$ cat config.mk
export PLATFORM = sky130hd
export DESIGN_NAME = trun_cell
export DESIGN_NICKNAME = d
export VERILOG_FILES = /design/src/trun_pkg.sv /design/src/trun_cell.sv
export SDC_FILE = /design/constraint.sdc
export NUM_CORES = 2
export LEC_CHECK = 0
export BUFFER_PORTS_ARGS = -buffer_cell sky130_fd_sc_hd__buf_2
export CORE_AREA = 2 2 572 574
export DETAILED_ROUTE_END_ITERATION = 6
export DIE_AREA = 0 0 574 576
export PLACE_DENSITY = 0.49
export SLEW_MARGIN = 20
export SYNTH_ARGS = -nofsm -noshare
export SYNTH_HDL_FRONTEND = slang
export SYNTH_SLANG_ARGS = --single-unit
$ cat constraint.sdc
create_clock -name clock -period 67.1 [get_ports clock]
set_clock_uncertainty 0.1 [all_clocks]
set_input_delay 10.065 -clock clock [delete_from_list [all_inputs] [get_ports clock]]
set_output_delay 10.065 -clock clock [all_outputs]
set_load 0.02 [all_outputs]
$ cat src/trun_pkg.sv
// Package for the triangle unit normal block: widths, lane types and result math.
// Used by the channel interfaces, the setup pipe, the normalizer cells and the top level.
package trun_pkg;
   localparam int COORD_BITS = 16;
   localparam int FRAC_BITS  = 14;
   localparam int EDGE_BITS  = COORD_BITS + 1;
   localparam int PROD_BITS  = 2 * EDGE_BITS;
   localparam int CROSS_BITS = PROD_BITS + 1;
   localparam int MAG_BITS   = PROD_BITS;
   localparam int SQ_BITS    = 2 * MAG_BITS;
   localparam int LEN_BITS   = SQ_BITS + 2;
   localparam int WORK_BITS  = LEN_BITS + 2 * FRAC_BITS + 3;
   localparam int QUO_BITS   = FRAC_BITS + 1;
   localparam int OUT_BITS   = FRAC_BITS + 2;
   localparam int STEPS      = FRAC_BITS + 1;
   localparam int STEP_BITS  = $clog2(STEPS);

   typedef struct packed {
      logic [WORK_BITS-1:0] rem;
      logic [WORK_BITS-1:0] acc;
      logic [QUO_BITS-1:0]  quo;
   } comp_type;

   typedef struct packed {
      logic                valid;
      logic                degenerate;
      logic [2:0]          neg;
      logic [LEN_BITS-1:0] len2;
      comp_type [2:0]      comp;
   } lane_type;
endpackage

$ cat src/trun_cell.sv
// Normalizer cell: settles one quotient bit of all three components per beat.
// Depends on trun_pkg; cells are chained by the top level.
module trun_cell (
   input  logic clock,
   input  logic reset,
   input  logic advance,
   input  logic [trun_pkg::STEP_BITS-1:0] step_bit,
   input  trun_pkg::lane_type lane_up,
   output trun_pkg::lane_type lane_dn
);
   import trun_pkg::*;

   lane_type lane_in, lane_ff;
   logic [WORK_BITS-1:0] len_w;
   logic [WORK_BITS-1:0] cand [3];

   // With q the bits settled so far, rem holds c^2*2^2F - q^2*L and acc holds q*L.
   always_comb begin
      lane_in = lane_up;
      len_w   = WORK_BITS'(lane_up.len2);
      for (int i = 0; i < 3; i++) begin
         cand[i] = ((lane_up.comp[i].acc << step_bit) << 1) + ((len_w << step_bit) << step_bit);
         if (lane_up.comp[i].rem >= cand[i]) begin
            lane_in.comp[i].rem = lane_up.comp[i].rem - cand[i];
            lane_in.comp[i].acc = lane_up.comp[i].acc + (len_w << step_bit);
            lane_in.comp[i].quo = lane_up.comp[i].quo | (QUO_BITS'(1) << step_bit);
         end
      end
   end

   always_ff @(posedge clock) begin
      if (reset) begin
         lane_ff.valid <= 1'b0;
      end else if (advance) begin
         lane_ff <= lane_in;
      end
   end

   assign lane_dn = lane_ff;
endmodule

==> flow_summary.yaml <==
critical_path:
  crit_arrival_ns: 24.94
  crit_path_end_kind: "flip-flop"
  crit_path_frequent_cell: "buf_4"
  rrSetupSlack_ns: 66.42
  r2r-start: "lane_dn[725]"
  path_class: "in2reg"
  required_ns: 67.62
  start_kind: "input pin"
  critPathMaxFanout: 90
  rr_worst_depth: 2
  crit_slowest_cell: "o41ai_1"
  r2r-end: "lane_dn[725]"
  max_stage_delay_ns: 0.89
clock_tree:
  cts_tree: "built"
  cts_buffers: 93
  htree_levels: 3
  clkSlewWorstSetupHoldPaths_ns: 0.06
  cts_setup_buffers: 0
  clkLatencyLatePin_ns: 0.88
  clock-sinks: 726
  post_cts_resized: 0
  cts_max_path_buffers: 4
  cts_root_buf: "clkbuf_16"
  holdBufCountCts: 0
outcome:
  status: "complete, but fails checks"
  violations: "design-rule violations"
detailed_routing:
  vias: 110000
  drt-initial-drc-count: 15100
  ant_nets: 0
  drc_errors: 4
  wl_per_cell_um: 35.5
  routed_wl_um: 627000
  viasPerCell: 6.23
  firstDrtPassIters: 7
final_layout:
  final_cell_mix: "1,558 x a21oi_1, 1,454 x buf_2, 1,202 x nand2_1, 1,127 x nor2_1, 822 x ha_1"
  synthToLayoutAreaGrowth_pct: 13.7
  layout-drive-gt1-share: 0.184
  final_nets: 14700
  final_common_cell: "a21oi_1"
  largest_register_ffs: 726
min_path:
  min-delay-start: "lane_dn[725]"
  hp-class: "reg2reg"
  holdPathEnd: "lane_dn[725]"
  worst_hold_path.num_cells: 2
sta:
  final-hold-violation-count: 0
  fin_tns_setup_ns: 0
  timing.final.ws_setup_ns: 42.67
  slew_violations: 0
  fmax_ghz: 0.0409
  worst_slew_pin_slew_ns: 1.36
  fin_crit_sh: 0.364
  rsz0062_at_grt: "no"
  slew_headroom: 0.0952
  min_period_ns: 24.43
  setup_viol: 0
floorplanning:
  start_util: 0.314
  io_pins: 1459
  core_area_mm2: 0.325
  die_w_um: 574
  num_rows: 210
  die_h_um: 576
  die_area_mm2: 0.331
place:
  port_buffers: 1458
  dp_hpwl_um: 526000
  gp_congestion: 1.14
  dpl_worst_slack_ns: 42.05
logic_synthesis:
  avgSynthCellArea_um2: 8.33
  synth.area.top_cells: "edfxtp_1 21%, mux4_2 12%, ha_1 10%"
  synth_fa_ha_area_frac: 0.103
  synth_top_family_by_area: "compound AO/OA/AOI/OAI gates"
  synth_xor_area_frac: 0.0778
  synth.area.mux_share: 0.142
  ys_seq_area_frac: 0.214
  yosysWarnings: 0
  synth-async-reset-ratio: 0
  synth_nets: 13800
  yosys.area_share.simple: 0.166
  synth_area_mm2: 0.102
  synth_cell_types: 125
  synthCells: 12300
  synth_ff_type: "edfxtp_1"
  synth-compound-area-share: 0.252
  yosys.area.top_type_share: 0.213
  yosys.area.top_type: "edfxtp_1"
  synth_edf_count: 725
  synth_seq_cells: 726
power_and_ir_drop:
  power_switching_mw: 2.37
  pwr-share-seq: 0.152
  ir_drop_v: 0.0000209
  pwr-share-clk: 0.118
  p_per_area_mw_per_mm2: 37.3
  p_comb_frac: 0.731
  intPower_mw: 1.95
  swShare: 0.548
  leakagePower_nw: 48.9
run:
  cap_viol_max_count: 0
global_route:
  grt_pass1_vias: 100000
  grt_max_degree: 187
  grt_pass1_wl_um: 837000
  grt_use_total: 0.361
  grt_antenna_before_repair: 174
  grt-ovfl-total: 0
[cells in the mapped netlist (62+ instances only)]
master and number:
a21oi_1 1558, nand2_1 1202, nor2_1 1132, ha_1 822, o21ai_0 759, edfxtp_1 725, a21o_1 704, clkbuf_1 665
xnor2_1 565, mux4_2 532, inv_1 402, xor2_1 341, nand4_1 283, o21bai_1 237, mux2i_1 209, nand3_1 186
a31oi_1 167, and3_1 144, nor3_1 135, nor2b_1 133, and2_1 97, nand2b_1 94, a211oi_1 93, o21a_1 75
o31ai_1 62
[worst max-delay path, delay by kind of cell]
| kind | cells | cell delay (ns) |
|---|---|---|
| muxes | 4 | 1.95 |
| AOI/OAI and AO/OA | 14 | 5.01 |
| and+or+nand+nor | 9 | 1.80 |
| buffers and inverters | 7 | 4.60 |
| xor gates and xnor gates | 2 | 0.34 |
| adders and majority gates | 2 | 0.89 |
[power by group through the flow]
| stage | logic (mW) | registers (mW) | clock network (mW) |
|---|---|---|---|
| global route | 3.36 | 0.661 | 0.531 |
| finish | 3.16 | 0.656 | 0.508 |
| floorplan | 1.91 | 0.766 | 0 |
| global placement | 3.09 | 0.665 | 0 |
| detailed placement | 3.07 | 0.664 | 0 |
| CTS | 3.08 | 0.657 | 0.517 |
[final cells by class]
type,instances,area [um2]
repair buffers,1579,8300
well taps,4346,5440
flip-flops and latches,726,21800
clock buffers,108,2430
multi-input cells,10300,75800
inverters,406,1540
clock inverters,56,507
fillers,34800,209000
diodes,104,260
[metrics by stage]
step / utilization / power (mW) / cells / hold slack (ns) / area [um2]
6_report: 0.357 / 4.33 / 17700 / 0.408 / 116000
5_1_grt: 0.356 / 4.55 / 17600 / 0.431 / 116000
4_1_cts: 0.356 / 4.26 / 17600 / 0.405 / 116000
3_5_place_dp: 0.347 / 3.73 / 17400 / 0.398 / 113000
3_3_place_gp: 0.347 / 3.76 / 17400 / 0.379 / 113000
2_1_floorplan: - / 2.67 / 12300 / 0.479 / 102000
[metal layers]
metal | track usage | up-vias | part of all wire
met5 | 0 | - | 0.00036
met4 | 0.209 | 32 | 0.065
met3 | 0.0947 | 1146 | 0.11
met2 | 0.512 | 6798 | 0.41
met1 | 0.490 | 54200 | 0.42
li1 | - | 47900 | -
[logic make-up (layout without fill, tap and decap cells)]
logic type,Yosys count,in the layout
buffers and inverters,1196,2149
multiplexers,774,774
adder cells (fa/ha/maj),840,840
XOR/XNOR,906,906
other,0,104
AND/OR/NAND/NOR,3659,3659
AO/OA/AOI/OAI,4153,4153
flip-flops,726,726
[worst max-delay path by stage]
stage	start	to	slack (ns)	depth (start not counted)
2_1_floorplan	reset	lane_dn[0]	23.03	1
3_3_place_gp	step_bit[0]	lane_dn[22]	42.21	38
3_5_place_dp	step_bit[0]	lane_dn[22]	42.05	40
4_1_cts	step_bit[0]	lane_dn[97]	42.94	41
5_1_grt	step_bit[0]	lane_dn[22]	41.84	40
6_report	step_bit[0]	lane_dn[22]	42.67	38
No activity file was read; power rests on OpenSTA's default activity.
